$ cat src/rtl/dfam_pkg.sv
// ============================================================================
// dfam_pkg
// Shared types and constants of the table-driven DFA matcher.
// ============================================================================
`default_nettype none

package dfam_pkg;

    // Default table geometry
    localparam int NUM_STATES_DEF  = 128;
    localparam int NUM_SYMBOLS_DEF = 256;

    // Fixed field widths
    localparam int STATE_W = 7;
    localparam int SYM_W   = 8;

    // Stream payload widths (tdata in whole bytes)
    localparam int IN_TDATA_W  = 24;
    localparam int IN_TUSER_W  = 2;
    localparam int OUT_TDATA_W = 8;

    // Result queue depth; also the credit limit on items in flight
    localparam int RES_DEPTH   = 4;
    localparam int RES_PTR_W   = 2;
    localparam int RES_CNT_W   = 3;

    // Configuration port
    localparam int APB_AW = 3;
    localparam int APB_DW = 32;
    localparam logic REG_START_STATE = 1'b0;   // register index, paddr[2]

    // Item kinds carried on tuser
    typedef enum logic [1:0] {
        FUNC_LINK      = 2'd0,
        FUNC_SET_ACC   = 2'd1,
        FUNC_SYMBOL    = 2'd2,
        FUNC_EMPTY_END = 2'd3
    } func_t;

    // One match result
    typedef struct packed {
        logic [STATE_W-1:0] final_state;
        logic               accepted;
    } res_t;

    // Clearing sequencer status
    typedef struct packed {
        logic active;
        logic last;
    } clr_stat_t;

endpackage : dfam_pkg

`default_nettype wire

$ cat src/rtl/dfam_clear.sv
// ============================================================================
// dfam_clear
// Post-reset clearing sequencer: sweeps every table address once, one per
// cycle, then stays done until the next reset.
// ============================================================================
`default_nettype none

module dfam_clear
    import dfam_pkg::*;
#(
    parameter int ADDR_W = 15
) (
    input  wire logic              clk,
    input  wire logic              rst_n,
    output clr_stat_t              stat,
    output logic      [ADDR_W-1:0] addr
);

    logic              active_reg, active_next;
    logic [ADDR_W-1:0] cnt_reg, cnt_next;

    // Sweep control
    always_comb
    begin
        active_next = active_reg;
        cnt_next    = cnt_reg;
        if (active_reg)
        begin
            cnt_next = cnt_reg + ADDR_W'(1);
            if (&cnt_reg)
            begin
                active_next = 1'b0;
            end
        end
    end

    always_ff @(posedge clk or negedge rst_n)
    begin
        if (!rst_n)
        begin
            active_reg <= 1'b1;
            cnt_reg    <= '0;
        end
        else
        begin
            active_reg <= active_next;
            cnt_reg    <= cnt_next;
        end
    end

    assign stat.active = active_reg;
    assign stat.last   = active_reg & (&cnt_reg);
    assign addr        = cnt_reg;

endmodule : dfam_clear

`default_nettype wire

$ cat config.mk
export PLATFORM = sky130hd
export DESIGN_NAME = dfam_clear
export DESIGN_NICKNAME = d
export VERILOG_FILES = /design/src/rtl/dfam_pkg.sv /design/src/rtl/dfam_clear.sv
export SDC_FILE = /design/constraint.sdc
export NUM_CORES = 1
export LEC_CHECK = 0
export ABC_AREA = 1
export BUFFER_PORTS_ARGS = -buffer_cell sky130_fd_sc_hd__buf_4
export CAP_MARGIN = 20
export CORE_MARGIN = 3
export CORE_UTILIZATION = 45
export DETAILED_ROUTE_END_ITERATION = 6
export PLACE_DENSITY_LB_ADDON = 0.25
export SETUP_SLACK_MARGIN = 0.4
export SYNTH_ARGS = -nofsm -noshare
export SYNTH_HDL_FRONTEND = slang
export SYNTH_SLANG_ARGS = --single-unit
$ cat constraint.sdc
create_clock -name clk -period 1.7 [get_ports clk]
set_input_delay 0.085 -clock clk [delete_from_list [all_inputs] [get_ports clk]]
set_output_delay 0.085 -clock clk [all_outputs]
set_load 0.02 [all_outputs]
======== Word level (Yosys, flattened, before mapping) ========
Index checks and enable logic that the tools add are counted.
storage, ports and cells
  flip-flop bits (word level) ............. 16
  latch bits .............................. 0
  memory bits (writable) .................. 0
  bits in read-only memories .............. 0
  bits of input ports ..................... 2
  output and inout bits ................... 17
  memories kept ........................... 0
operators by class
  add/subtract/negate cells ............... 1
  multipliers ............................. 0
  div/mod/pow operators ................... 0
  order comparisons ....................... 0
  equality and inequality tests ........... 0
  shift operators ......................... 0
  muxes and demuxes ....................... 2
  bitwise operators ....................... 1
  reduce and logical (&&, ||, !) cells .... 1
operators by type and width
  cell                                            number
  adder 15 x 1 -> 15 bit (second input constant)  1
  AND reduction 15 bit                            1
  two-way mux 1 bit                               2
  AND 1 bit                                       1

======== Depth between registers and ports, before layout ========
  word-level depth ........................ 3
  gate-level depth with buffers ........... 7
  gate-level depth less buffers ........... 7

======== Worst setup path after synthesis ========
OpenSTA, ideal clock, no wires.
  kind .................................... register -> output
  start point ............................. register cnt_reg[7] (netlist: addr[7])
  end point ............................... output stat[0] (netlist bit)
  arrival ................................. 1.327 ns
  required time ........................... 1.615 ns
  path slack .............................. 0.288 ns
  stages on the path, launching flop included .. 5
  path buffers ............................ 0
  path through ............................ dfrtp_1 nand3_1 nor2_1 nand3_1 nor2_1
RTL lines
  what                    RTL line          text
  from (decl)             dfam_clear.sv:20  logic [ADDR_W-1:0] cnt_reg, cnt_next;
  from (signal assigned)  dfam_clear.sv:47  cnt_reg <= cnt_next;
  to (decl)               dfam_clear.sv:15  output clr_stat_t stat,

==> results.toml <==
[timing]
finalHoldViolCount = 0
timing.fmax_mhz = 693
slew_viol_final = 0
setup_viol = 0
skew_ns = 0.00696
fin_crit_sh_pct = 84.8
rsz0062_at_grt = "true"
setup_tns_ns = 0
min_period_ns = 1.44
max_slew_margin_pct = 86.0
worst_slew_pin_slew_ns = 0.209

[global_routing]
antenna_found_initial = 0
grt_pass1_wl_um = 2990
grt_use_met2_pct = 26.5
grt_use_total_pct = 16.7
grt_pass1_vias = 668
busiest_layer = "met2"
grt_max_degree = 17
met1_usage_pct = 21.0
overflow = 0
use_met3_pct = 5.81

[synth]
synth-main-ff-cell = "dfrtp_1"
async_flop_share_pct = 100
synth_cells = 100
synth_common_cells = "nand2_1 (30), inv_1 (16), dfrtp_1 (15), nor2_1 (10), nand3_1 (7)"
syn-cell-area_um2 = 827
synth_most_common_cell = "nand2_1"
synth_warnings = 0
synth.area.top_cells = "dfrtp_1 (45%), nand2_1 (14%), inv_1 (7.3%)"
synth.avg_cell_area_um2 = 8.27
yosysUniqueCellTypes = 19
yosysSeqAreaShare_pct = 48.6
synth_top_area_cell = "dfrtp_1"
synth-seq-cells = 16
synth_top_area_share_pct = 45.4
syn-num-nets = 103
synth_enable_flop_cells = 0

[detailed_routing]
wire_per_inst_um = 11.7
drc = 0
route.antenna.remaining_nets = 0
drtIter0Drc = 11
vias_per_cell = 4.64
num_vias = 752
wirelength_um = 1890
drt_pass1_iterations = 4

[clock_network]
cts_root_buffer = "clkbuf_4"
clock_sinks = 16
path_clk_slew_ns = 0.10
htree_levels = 1
cts_buffers = 3
clk_latency_ns = 0.30
cts_buffer_depth = 2
cts_tree = "built"

[placement]
port_buffers = 18
dp_hpwl_um = 1150
place_congestion = 0.775
dpl.cell_count = 141

[critical_path]
reg2reg_slack_ns = 0.39
path_cells = "nand3_2 > nor2_4 > nand3_2 > nor2_2 > buf_6"
crit_required_ns = 1.62
crit_path_start_kind = "register"
critical_path_class = "register to output pin"
crit_fanout = 5
endpoint_kind = "output pin"
cpMostUsedCell = "nand3_2"
crit_arrival_ns = 1.36
crit_path_max_incr_delay_ns = 0.40
cp_slowest_cell = "dfrtp_1"

[floorplan]
ios = 19
die-height_um = 48.9
die-area_mm2 = 0.00239
start_util_pct = 51.3
rows = 14
die_w_um = 48.9
core_mm2 = 0.00161

[cells_and_area]
nFillCells = 120
nets = 142
area_growth_pct = 47.7
antenna_cells = 0
final_cells = 162
drive_above_1_share_pct = 44.2
largest_reg_flops = 15

[status]
status = "complete, no violations"

[hold_path]
min_path_type = "input port to async pin"

[power_and_ir_drop]
ir_worst_vdd_v = 0.000556
p_per_area_mw_per_mm2 = 530
p_leak_nw = 0.629

[run]
drv_cap = 0
## cells in the final DEF (no fill, tap or decap), drive strengths merged, types with 2 or more instances in the layout
cell    count
buf        34
nand2      31
inv        16
dfrtp      15
nor2       13
nand3       8
xor2        4
clkbuf      4
xnor2       3
nand4       3
o21ai       2
## where the power goes
part | internal (mW) | switching, mW
Combinational | 0.00307 | 0.00751
Sequential | 0.380 | 0
Clock | 0.131 | 0.125
## layout make-up
type | count | area (um^2) | area share, %
inverter | 16 | 60.1 | 4.92
multi-input combinational | 67 | 418 | 34.2
sequential | 16 | 408 | 33.4
timing repair buffer | 35 | 269 | 22.0
tap | 24 | 30.0 | 2.46
clock buffer | 4 | 36.3 | 2.97
## final timing paths
| check | endpoint | startpoint | cells past startpoint |
|---|---|---|---|
| hold / removal | addr[2] | rst_n | 2 |
| min in group clk | addr[8] | addr[8] | 2 |
| setup reg to reg | addr[8] | addr[1] | 7 |
| max in group asynchronous | active_reg | rst_n | 2 |
| setup / recovery | stat[0] | addr[8] | 5 |
| hold reg to reg | addr[8] | addr[8] | 2 |
## kinds of logic after synthesis
family          synth area share, %
simple gates                   32.4
flops                          48.6
buf+inv                        8.17
fa+ha+maj                      1.51
xor+xnor                       7.41
compound gates                 1.97
## repair_timing
| action | in CTS | in global routing |
|---|---|---|
| pin swaps | 2 | 8 |
| gates resized for setup | 7 | 11 |
| hold endpoints to repair | 16 | 0 |
| hold buffers | 1 | 0 |
| endpoints found under the setup margin | 8 | 9 |
| buffers inserted | 9 | 7 |
## critical path, delay by kind of cell (launching register included)
family                 cells  cell delay, ns
flip-flops                 1            0.40
buffers and inverters      1            0.13
AND/OR/NAND/NOR            4            0.54
## per-stage QoR
| step | utilization (%) | hold WS [ns] | cell area [um^2] | setup slack [ns] | power, mW |
|---|---|---|---|---|---|
| after CTS | 70.3 | 0.174 | 1130 | 0.256 | 0.656 |
| after floorplan | - | -0.211 | 832 | 0.354 | 0.388 |
| after global routing | 75.8 | 0.191 | 1220 | 0.158 | 0.675 |
| after global placement | 61.4 | -0.0454 | 990 | 0.354 | 0.397 |
| after detailed placement | 61.4 | -0.0443 | 990 | 0.333 | 0.397 |
| final | 75.8 | 0.172 | 1220 | 0.258 | 0.647 |
## metal layers
| metal | up-vias | wire length [um] |
|---|---|---|
| met5 | - | 0 |
| met4 | 0 | 24 |
| met3 | 5 | 103 |
| met2 | 15 | 890 |
| met1 | 348 | 871 |
| li1 | 384 | - |
Power figures use the tool's default switching activity.
