==> src/rtl/dfam_pkg.sv <==
// ============================================================================
// dfam_pkg
// Shared types and constants of the table-driven DFA matcher.
// ============================================================================
`default_nettype none

package dfam_pkg;

    // Default table geometry
    localparam int NUM_STATES_DEF  = 128;
    localparam int NUM_SYMBOLS_DEF = 256;

    // Fixed field widths
    localparam int STATE_W = 7;
    localparam int SYM_W   = 8;

    // Stream payload widths (tdata in whole bytes)
    localparam int IN_TDATA_W  = 24;
    localparam int IN_TUSER_W  = 2;
    localparam int OUT_TDATA_W = 8;

    // Result queue depth; also the credit limit on items in flight
    localparam int RES_DEPTH   = 4;
    localparam int RES_PTR_W   = 2;
    localparam int RES_CNT_W   = 3;

    // Configuration port
    localparam int APB_AW = 3;
    localparam int APB_DW = 32;
    localparam logic REG_START_STATE = 1'b0;   // register index, paddr[2]

    // Item kinds carried on tuser
    typedef enum logic [1:0] {
        FUNC_LINK      = 2'd0,
        FUNC_SET_ACC   = 2'd1,
        FUNC_SYMBOL    = 2'd2,
        FUNC_EMPTY_END = 2'd3
    } func_t;

    // One match result
    typedef struct packed {
        logic [STATE_W-1:0] final_state;
        logic               accepted;
    } res_t;

    // Clearing sequencer status
    typedef struct packed {
        logic active;
        logic last;
    } clr_stat_t;

endpackage : dfam_pkg

`default_nettype wire

==> src/rtl/dfam_resq.sv <==
// ============================================================================
// dfam_resq
// Small result queue in front of the master stream; its fill level feeds the
// input credit check so the read pipeline never has to stall.
// ============================================================================
`default_nettype none

module dfam_resq
    import dfam_pkg::*;
(
    input  wire logic                 clk,
    input  wire logic                 rst_n,
    input  wire logic                 push,
    input  wire res_t                 push_data,
    output logic                      m_axis_tvalid,
    input  wire logic                 m_axis_tready,
    output res_t                      head,
    output logic      [RES_CNT_W-1:0] count
);

    res_t                 entry [RES_DEPTH];
    logic [RES_PTR_W-1:0] wr_ptr_reg, rd_ptr_reg;
    logic [RES_CNT_W-1:0] cnt_reg, cnt_next;
    logic                 pop;

    assign pop = m_axis_tvalid & m_axis_tready;

    // Fill level
    always_comb
    begin
        cnt_next = cnt_reg;
        case ({push, pop})
            2'b10:   cnt_next = cnt_reg + RES_CNT_W'(1);
            2'b01:   cnt_next = cnt_reg - RES_CNT_W'(1);
            default: cnt_next = cnt_reg;
        endcase
    end

    always_ff @(posedge clk or negedge rst_n)
    begin
        if (!rst_n)
        begin
            wr_ptr_reg <= '0;
            rd_ptr_reg <= '0;
            cnt_reg    <= '0;
        end
        else
        begin
            if (push)
            begin
                wr_ptr_reg <= wr_ptr_reg + RES_PTR_W'(1);
            end
            if (pop)
            begin
                rd_ptr_reg <= rd_ptr_reg + RES_PTR_W'(1);
            end
            cnt_reg <= cnt_next;
        end
    end

    // Payload storage
    always_ff @(posedge clk)
    begin
        if (push)
        begin
            entry[wr_ptr_reg] <= push_data;
        end
    end

    assign m_axis_tvalid = (cnt_reg != '0);
    assign head          = entry[rd_ptr_reg];
    assign count         = cnt_reg;

endmodule : dfam_resq

`default_nettype wire

==> config.mk <==
export PLATFORM = sky130hd
export DESIGN_NAME = dfam_resq
export DESIGN_NICKNAME = d
export VERILOG_FILES = /design/src/rtl/dfam_pkg.sv /design/src/rtl/dfam_resq.sv
export SDC_FILE = /design/constraint.sdc
export NUM_CORES = 1
export LEC_CHECK = 0
export ABC_AREA = 1
export ABC_CLOCK_PERIOD_IN_PS = 3000
export BUFFER_PORTS_ARGS = -buffer_cell sky130_fd_sc_hd__buf_4
export CAP_MARGIN = 20
export CORE_MARGIN = 2
export CORE_UTILIZATION = 50
export DETAILED_ROUTE_END_ITERATION = 10
export GPL_ROUTABILITY_DRIVEN = 0
export GPL_TIMING_DRIVEN = 0
export PLACE_DENSITY_LB_ADDON = 0.05
export SYNTH_ARGS = -nofsm -noshare
export SYNTH_HDL_FRONTEND = slang
export SYNTH_SLANG_ARGS = --single-unit
==> constraint.sdc <==
create_clock -name clk -period 3 [get_ports clk]
set_input_delay 0.6 -clock clk [delete_from_list [all_inputs] [get_ports clk]]
set_output_delay 0.6 -clock clk [all_outputs]
set_load 0.1 [all_outputs]
Yosys cells after proc, flatten, opt, wreduce, memory -nomap -nowiden. Memories as Yosys holds them, arrays and structs flattened. Index checks and enable logic that the tools add are counted.

$add $sub $neg: 4. Equal/unequal tests: 2. Muxes and demuxes: 3. Bitwise operators: 1. Reduce and logical (&&, ||, !) cells: 2.

Operators by type and width (number): 3-bit case mux with 2 select lines (1); 2-bit by 1-bit adder with 2-bit output (second input constant) (2); 3-bit by 1-bit adder with 3-bit output (second input constant) (1); 3-bit nonzero test (1); 3-bit by 1-bit subtractor with 3-bit output (second input constant) (1); 2-bit by 1-bit equality test with 1-bit output (second input constant) (1); 2-bit equality test (second input constant) (1); 1-bit two-way mux (2); 2-bit nonzero test (1); 1-bit AND (1).

Flip-flop bits (word level): 7. Memory bits (writable): 32. Input bits: 12. Output and inout port bits: 12. Memories kept: 1.

Memories: entry (depth 4, width 8, read ports 1, clocked after Yosys merged registers in 0, write ports 1, line dfam_resq.sv:21) `res_t entry [RES_DEPTH];`.

Longest topological paths before layout. Gate-level depths: netlist of run 1.

Depth in word-level cells: 4. Depth in mapped cells: 12.

Least setup slack after synthesis of run 1. Ideal clock, no wire load.

Path type: flip-flop to flip-flop. Start: register cnt_reg[0], in the netlist count[0]. End: register cnt_reg[2], in the netlist count[2]. Setup time: 0.122 ns. Arrival: 3.005 ns. Required time: 2.878 ns. Slack: -0.128 ns. Cell stages (with the launch flop): 12. Path buffers: 0. Period minus slack after synthesis: 3.128 ns. Path through: dfrtp_1 inv_1 nand3_1 nand2_1 inv_1 ha_1 inv_1 fa_1 nand2_1 nand3_1 nand2_1 nand2_1.

Cells in the longest elaborated chain, start to end: 4. Elaborated cells on any way between the ends: 8. Classes of those cells: add/sub: 2; eq/ne: 2; mux: 1; bitwise: 1; reduce/logical: 2.

Ends and longest elaborated chain: start, declared (line dfam_resq.sv:23) `logic [RES_CNT_W-1:0] cnt_reg, cnt_next;`; start signal, assigned (line dfam_resq.sv:57) `cnt_reg <= cnt_next;`; 3-bit nonzero test (*) (line dfam_resq.sv:70) `assign m_axis_tvalid = (cnt_reg != '0);`; via m_axis_tvalid (line dfam_resq.sv:15) `output logic m_axis_tvalid,`; 1-bit AND (*) (line dfam_resq.sv:26) `assign pop = m_axis_tvalid & m_axis_tready;`; via pop (line dfam_resq.sv:24) `logic pop;`; 2-bit by 1-bit equality test with 1-bit output / 2-bit equality test (equally long branches) (line dfam_resq.sv:32) `case ({push, pop})`; 3-bit case mux with 2 select lines / 2-bit nonzero test (equally long branches).

The timed path passes the listed nets; every way through them passes the cells marked *. A chain may end at the register's enable or synchronous reset.

==> qor.csv, run 1 <==
metric,value,unit
crit_chain,"buf_4, inv_2, o211ai_1, nand2_1, buf_4",
initialDrtViolationCount,51,
finalInstanceArea,1996,µm²
clkSlewWorstSetupHoldPaths,0.11,ns
cts_made_buffers,5,
track_usage,17.87,%
antenna_found_initial,0,
slew_headroom,73.47,%
largest_register_ffs,32,
synth.avg_cell_area,11.54,µm²
worstMarginPinSlew,0.3976,ns
synth_cells,149,
cts_tree,built,
antennaDiodeCount,0,
cp.required,2.40,ns
crit_top_cell,buf_4,
die_w,62.64,µm
cts_sinks,39,
die_h,62.64,µm
overflow,0,
cp.arrival,1.57,ns
grt_setup_unrepaired,no,
wl_per_cell,13.18,µm
regMostFlops,entry,
drt_pass1_iterations,4,
syn_area,1719,µm²
fin_tns_setup,0,ns
post_cts_buffers,0,
viasPerCell,4.831,
h-tree-depth,2,
synth_warnings,0,
ioPinCount,24,
routed_wl,2965,µm
area_growth,16.08,%
initial_core_util,51.93,%
setup_viol,0,
path_buf_inv,3,
placed_cell_area,1947,µm²
start_kind,flop,
hold_viol_final,0,
critPathMaxFanout,10,
ys_seq_area_share,66.08,%
grt_max_degree,12,
clockBufferDepth,2,
setup_slack,0.8283,ns
cts.root.buffer_cell,clkbuf_4,
clkLatencyLatePin,0.33,ns
cap_violations,0,
final_net_count,196,
port_buffers,22,
slowest_delay,0.37,ns
crit_type,reg -> out,
hpwl,2017,µm
drc,0,
holdBufCountCts,0,
synth_seq_cells,39,
clock_skew,0.01271,ns
hold_class,in -> async,
via_count,1087,
drive_above_1_share,19.55,%
grt_pass1_wl,5140,µm
rows,21,
core_area,3311,µm²
period_share,72.39,%
synth_cell_types,17,
die_area,3923,µm²
outcome,finished clean,
drv_slew,0,
max_clock_freq,0.4605,GHz
post_cts_resize_count,0,
synth_fp_nets,167,
fin_crit,2.172,ns
cp_slowest_cell,dfrtp_1,
endpoint_kind,output port,
ant_nets,0,
pre_cts_ws,1.141,ns
grt_pass1_vias,1113,
cpLargestDelayFamily,buffers and inverters,
-- metal layers --
layer  share of wire, %  routed length [µm]  up-vias  global-route usage, %
li1                   -                   -      546                      -
met1                 40                1174      504                  20.25
met2                 53                1562       29                  29.03
met3                5.4                 159        8                  6.486
met4                2.3                  68        0                  10.56
met5                  0                   0        -                      0
-- cell families after synthesis --
kind of cell / count (synthesis) / share of synthesized area [%]
flops: 39 / 66.08
compound gates: 18 / 7.569
xor+xnor: 2 / 1.019
simple gates: 46 / 10.48
fa+ha+maj: 6 / 4.804
buf+inv: 38 / 10.04
-- metrics by stage --
stage | util [%] | instances | hold slack (ns)
6_report | 60.28 | 225 | 0.05433
3_5_place_dp | 58.81 | 217 | 0.4228
4_1_cts | 60.28 | 225 | 0.04015
3_3_place_gp | 58.81 | 217 | 0.4177
5_1_grt | 60.28 | 225 | 0.03382
2_1_floorplan | - | 149 | 0.3044
-- cells in the final DEF, fill, tap and decap left out --
cell type / n
inv_1: 31
buf_6: 2
nand2_1: 41
nand3_1: 3
xnor2_1: 1
buf_4: 23
o21ai_0: 2
clkbuf_4: 5
edfxtp_1: 32
dfrtp_1: 7
ha_1: 5
nand4_1: 1
fa_1: 1
clkbuf_1: 1
inv_2: 2
clkinv_1: 2
o211ai_1: 16
xor2_1: 1
buf_2: 1
nand3_2: 1
clkbuf_8: 1
-- cell type report --
cell class                 instances  area (µm²)
buffer                             5       48.80
clock buffer                       6       41.29
clock inverter                     2       7.507
fill                             290        1315
inverter                          33       123.9
multi-input combinational         72       415.4
sequential                        39        1136
tap                               46       57.56
timing repair buffer              22       165.2
-- worst paths after layout --
kind / startpoint / end / slack, ns / depth (start not counted)
worst max register to register: count[0]$_DFFE_PN0P_ / count[1]$_DFFE_PN0P_ / 1.22 / 8
min in group clk: push_data[4] / entry[3][4]$_DFFE_PP_ / 0.46 / 1
worst min register to register: count[0]$_DFFE_PN0P_ / count[0]$_DFFE_PN0P_ / 0.50 / 1
max in group asynchronous: rst_n / wr_ptr_reg[1]$_DFFE_PN0P_ / 2.81 / 1
worst max-delay path: rd_ptr_reg[1]$_DFFE_PN0P_ / head[5] / 0.83 / 5
worst min-delay path: rst_n / rd_ptr_reg[1]$_DFFE_PN0P_ / 0.05 / 1
-- synthesized netlist by cell type --
master	instances	share of area (%)
nand2_1	41	9.0
edfxtp_1	32	56
inv_1	31	6.8
o211ai_1	16	7.0
dfrtp_1	7	10
ha_1	5	3.6
nand3_1	4	1.2
buf_6	2	1.3
inv_2	2	0.44
o21ai_0	2	0.58
buf_2	1	0.29
buf_4	1	0.44
clkbuf_8	1	0.80
fa_1	1	1.2
nand4_1	1	0.36
xnor2_1	1	0.51
xor2_1	1	0.51
Power of run 1 is left out: the tool's default activity adds up to more than one toggle a clock period on the data nets, which glitch-free logic cannot reach.
==> run 2: changes to the inputs <==
--- a/config.mk
+++ b/config.mk
@@ -5,12 +5,12 @@
 export SDC_FILE = /design/constraint.sdc
 export NUM_CORES = 1
 export LEC_CHECK = 0
-export ABC_AREA = 1
-export ABC_CLOCK_PERIOD_IN_PS = 3000
+export ABC_AREA = 0
+export ABC_CLOCK_PERIOD_IN_PS = 1700
 export BUFFER_PORTS_ARGS = -buffer_cell sky130_fd_sc_hd__buf_4
 export CAP_MARGIN = 20
 export CORE_MARGIN = 2
-export CORE_UTILIZATION = 50
+export CORE_UTILIZATION = 49
 export DETAILED_ROUTE_END_ITERATION = 10
 export GPL_ROUTABILITY_DRIVEN = 0
 export GPL_TIMING_DRIVEN = 0
==> constraint.sdc (replaced) <==
create_clock -name clk -period 1.7 [get_ports clk]
set_input_delay 0.34 -clock clk [delete_from_list [all_inputs] [get_ports clk]]
set_output_delay 0.34 -clock clk [all_outputs]
set_load 0.1 [all_outputs]
==> qor.csv, run 2 <==
metric,value,unit,change
drc,0,,unchanged
cap_violations,0,,unchanged
cp_slowest_cell,mux4_2,,
drive_above_1_share,45.69,%,+26 points
max_clock_freq,0.5113,GHz,
die_h,60.36,µm,-3.6%
viasPerCell,4.781,,-1.0%
yosysTopAreaCell,edfxtp_1,,
path_buf_inv,2,,-1
track_usage,15.69,%,-2.2 points
rrSetupSlack,-0.06,ns,-1.28 ns
synth_area_leaders,"edfxtp_1, mux4_2, dfrtp_1, ha_1, xor2_1",,
clock_skew,0.008044,ns,-0.004662 ns
h-tree-depth,2,,unchanged
antennaDiodeCount,0,,unchanged
cts.root.buffer_cell,clkbuf_4,,
crit_type,reg -> out,,
regMostFlops,entry,,
cp.arrival,1.62,ns,+0.05 ns
synth.most_common_cell,edfxtp_1,,
synth_fp_nets,96,,-43%
cts_tree,built,,
ys_top_cells_by_count,"edfxtp_1, mux4_2, dfrtp_1, inv_1, ha_1",,
outcome,finished with violations,,
drt_pass1_iterations,4,,unchanged
cts_made_buffers,5,,unchanged
hold_class,in -> reg,,
slew_headroom,69.67,%,-3.8 points
synth_seq_cells,39,,unchanged
syn_area,1556,µm²,-9.5%
rows,20,,-4.8%
via_count,765,,-30%
setup_viol,11,,+11
cts_sinks,39,,unchanged
violations,negative setup slack,,
initial_core_util,51.40,%,-0.52 points
core_area,3028,µm²,-8.5%
final_cell_mix,"edfxtp_1, buf_4, buf_6",,
overflow,0,,unchanged
grt_pass1_vias,814,,-27%
die_w,60.36,µm,-3.6%
largest_register_ffs,32,,unchanged
synth_warnings,0,,unchanged
antenna_found_initial,0,,unchanged
synth_cell_types,17,,unchanged
crit_top_cell,buf_8,,
hold_ws,0.1902,ns,+0.1359 ns
ioPinCount,24,,unchanged
finalInstanceArea,1987,µm²,-0.44%
endpoint_kind,output port,,
cp.required,1.36,ns,-1.04 ns
grt_setup_unrepaired,yes,,
fin_tns_setup,-2.009,ns,-2.009 ns
hold_viol_final,0,,unchanged
ys.flop_type,edfxtp_1,,
ys_seq_area_share,72.99,%,+6.9 points
placed_cell_area,1802,µm²,-7.5%
final_net_count,133,,-32%
clockBufferDepth,2,,unchanged
clkLatencyLatePin,0.34,ns,about the same
start_kind,flop,,
grt_max_degree,12,,unchanged
fin_crit,1.956,ns,
initialDrtViolationCount,18,,-65%
drv_slew,0,,unchanged
setup_slack,-0.2559,ns,-1.084 ns
grt_pass1_wl,3767,µm,-27%
area_growth,27.65,%,
ant_nets,0,,unchanged
synth_cells,78,,-48%
cpLargestDelayFamily,multiplexers,,
synth.avg_cell_area,19.96,µm²,+73%
synth_edf_count,32,,unchanged
routed_wl,2349,µm,-21%
die_area,3643,µm²,-7.1%
crit_chain,"buf_8, mux4_2, buf_8",,
async_flop_share,17.95,%,unchanged
netlist.area_leader.share,61.74,%,+5.8 points
worstMarginPinSlew,0.4549,ns,+0.05734 ns
clkSlewWorstSetupHoldPaths,0.11,ns,about the same
port_buffers,23,,+4.5%
critPathMaxFanout,9,,-1
slowest_delay,0.54,ns,+0.17 ns
final_common_cell,edfxtp_1,,
period_share,115.1,%,
wl_per_cell,14.68,µm,+11%
run 2: path summary, 6_finish.rpt:
kind,start,end,depth (start not counted)
worst max-delay path,rd_ptr_reg[0]$_DFFE_PN0P_,head[0],3
worst min-delay path,push_data[2],entry[0][2]$_DFFE_PP_,1
worst max register to register,count[0]$_DFFE_PN0P_,count[2]$_DFFE_PN0P_,8
worst min register to register,wr_ptr_reg[0]$_DFFE_PN0P_,wr_ptr_reg[0]$_DFFE_PN0P_,1
max in group asynchronous,rst_n,count[0]$_DFFE_PN0P_,2
min in group asynchronous,rst_n,count[2]$_DFFE_PN0P_,2
run 2: per-layer routing:
layer  GRT usage [%]  part of all wire [%]  vias up
met4           11.43                   2.5        0
met1           17.89                    42      372
met2           25.31                    51       19
li1                -                     -      367
met5               0                     0        -
met3           4.478                   4.0        7
run 2: area by class of cell:
cell class	count	area [µm²]
Inverter	6	22.52
Multi-Input combinational cell	31	391.6
Clock buffer	8	68.82
Fill cell	225	1041
Sequential cell	39	1147
Timing Repair Buffer	30	281.5
Tap cell	44	55.05
Buffer	2	20.02
run 2: metrics by stage:
stage / cells / setup WS (ns) / util (%)
finish: 160 / -0.2559 / 65.62
global route: 160 / -0.3223 / 65.62
CTS: 160 / -0.2847 / 65.50
detailed placement: 145 / -0.03696 / 59.50
global placement: 145 / -0.03046 / 59.50
floorplan: 78 / -0.1781 / -
run 2: cell families after synthesis:
family	Yosys count	share of synthesized area, %
xor gates and xnor gates	6	3.376
and+or+nand+nor	8	2.733
DFF	39	72.99
adders and majority gates	6	5.306
AOI/OAI and AO/OA	2	0.8840
muxes	9	12.22
buffers and inverters	8	2.491
run 2: what timing repair did:
| action | CTS | global route |
|---|---|---|
| setup buffers | 6 | 0 |
| hold buffers | 1 | 0 |
| pin swaps | 4 | 4 |
| gates resized for setup | 15 | 1 |
| endpoints found under the setup margin | 11 | 12 |
| hold endpoints to repair | 7 | 0 |
Power of run 2 is left out for the same reason.
==> run 3: changes to the inputs <==
--- a/config.mk
+++ b/config.mk
@@ -9,7 +9,7 @@
 export ABC_CLOCK_PERIOD_IN_PS = 1700
 export BUFFER_PORTS_ARGS = -buffer_cell sky130_fd_sc_hd__buf_4
 export CAP_MARGIN = 20
-export CORE_MARGIN = 2
+export CORE_MARGIN = 5
 export CORE_UTILIZATION = 49
 export DETAILED_ROUTE_END_ITERATION = 10
 export GPL_ROUTABILITY_DRIVEN = 0
==> qor.csv, run 3 (synthesized netlist as in run 2, its figures left out) <==
metric,value,unit,change
outcome,finished with violations,,
violations,negative setup slack,,
die_h,66.36,µm,+9.9%
cap_violations,0,,unchanged
final_cell_mix,"edfxtp_1, buf_4, buf_6",,
hold_class,in -> reg,,
slew_headroom,69.78,%,+0.11 points
setup_viol,11,,unchanged
port_buffers,23,,unchanged
drv_slew,0,,unchanged
largest_register_ffs,32,,unchanged
wl_met3,103,µm,+11%
h-tree-depth,2,,unchanged
setup_slack,-0.2484,ns,+0.007531 ns
cpLargestDelayFamily,multiplexers,,
clkSlewWorstSetupHoldPaths,0.12,ns,about the same
die_w,66.36,µm,+9.9%
wl_met1,1032,µm,+3.5%
cts_tree,built,,
cp_slowest_cell,mux4_2,,
cp.arrival,1.61,ns,about the same
clkLatencyLatePin,0.34,ns,about the same
routed.top_layer,met4,,
grt_setup_unrepaired,yes,,
rows,20,,unchanged
hold_ws,0.1949,ns,+0.004704 ns
via_count,796,,+4.1%
routed_wl,2580,µm,+9.8%
crit_chain,"buf_12, mux4_2, buf_6",,
overflow,0,,unchanged
worstMarginPinSlew,0.4533,ns,-0.001649 ns
critPathMaxFanout,9,,unchanged
fin_crit,1.948,ns,-0.007531 ns
wl_met2,1403,µm,+17%
cts.root.buffer_cell,clkbuf_4,,
initial_core_util,50.98,%,-0.42 points
drive_above_1_share,46.61,%,+0.92 points
area_growth,29.18,%,
die_area,4404,µm²,+21%
period_share,114.6,%,-0.44 points
viasPerCell,4.914,,+2.8%
grt_pass1_wl,4195,µm,+11%
max_clock_freq,0.5132,GHz,+0.39%
grt_pass1_vias,848,,+4.2%
hpwl,1634,µm,
clock_skew,0.01345,ns,+0.005401 ns
regMostFlops,entry,,
antennaDiodeCount,0,,unchanged
antenna_found_initial,0,,unchanged
endpoint_kind,output port,,
core_area,3053,µm²,+0.83%
initialDrtViolationCount,59,,+41
cts_sinks,39,,unchanged
ioPinCount,24,,unchanged
wl_per_cell,15.93,µm,+8.5%
cp.required,1.36,ns,about the same
track_usage,13.67,%,-2.0 points
ant_nets,0,,unchanged
cts_made_buffers,5,,unchanged
drc,0,,unchanged
start_kind,flop,,
drt_pass1_iterations,4,,unchanged
clockBufferDepth,2,,unchanged
grt_max_degree,12,,unchanged
hold_viol_final,0,,unchanged
crit_type,reg -> out,,
path_buf_inv,2,,unchanged
final_net_count,135,,+1.5%
final_common_cell,edfxtp_1,,
slowest_delay,0.51,ns,-0.03 ns
## run 3: worst paths after layout
path	start	endpoint	slack (ns)	cells after the start
min reg2reg	count[2]$_DFFE_PN0P_	count[2]$_DFFE_PN0P_	0.56	1
max	rd_ptr_reg[0]$_DFFE_PN0P_	head[2]	-0.25	3
min	push_data[2]	entry[1][2]$_DFFE_PP_	0.19	1
max in group asynchronous	rst_n	count[0]$_DFFE_PN0P_	1.23	2
min in group asynchronous	rst_n	count[1]$_DFFE_PN0P_	0.33	2
max reg2reg	count[0]$_DFFE_PN0P_	count[2]$_DFFE_PN0P_	-0.08	8
## run 3: cell type report
class	instances	area, µm²
buffer	2	25.02
clock buffer	8	68.82
fill	233	1042
inverter	6	22.52
multi-input combinational	31	391.6
sequential	39	1147
tap	44	55.05
timing repair buffer	32	300.3
## run 3: layer usage
layer / vias to the layer above / track usage (%)
li1: 371 / -
met1: 404 / 15.42
met2: 16 / 23.30
met3: 5 / 4.592
met4: 0 / 6.091
met5: - / 0
## run 3: worst reg2reg max path: cells and delay by family (launching register included)
family	cells	cell delay, ns
AO/OA/AOI/OAI	1	0.25
XOR/XNOR	2	0.29
adder cells (fa/ha/maj)	2	0.39
buffers and inverters	2	0.18
flip-flops	1	0.50
AND/OR/NAND/NOR	1	0.07
## run 3: what timing repair did
item / in CTS / in global routing
resized for setup: 15 / 3
hold buffers: 1 / 0
endpoints found under the setup margin: 11 / 12
pin swaps: 6 / 3
setup buffers: 7 / 1
endpoints found under the hold margin: 7 / 0
## run 3: through the flow
step	TNS, ns	setup slack, ns	instances	util [%]	area [µm²]
6_report	-2.191	-0.2484	162	65.86	2011
5_1_grt	-2.882	-0.3188	162	65.86	2011
4_1_cts	-2.521	-0.2883	161	65.20	1991
3_5_place_dp	-0.07601	-0.04896	145	59.02	1802
3_3_place_gp	-0.03061	-0.03032	145	59.02	1802
2_1_floorplan	-0.3568	-0.1781	78	-	1574
Power of run 3 is left out for the same reason.
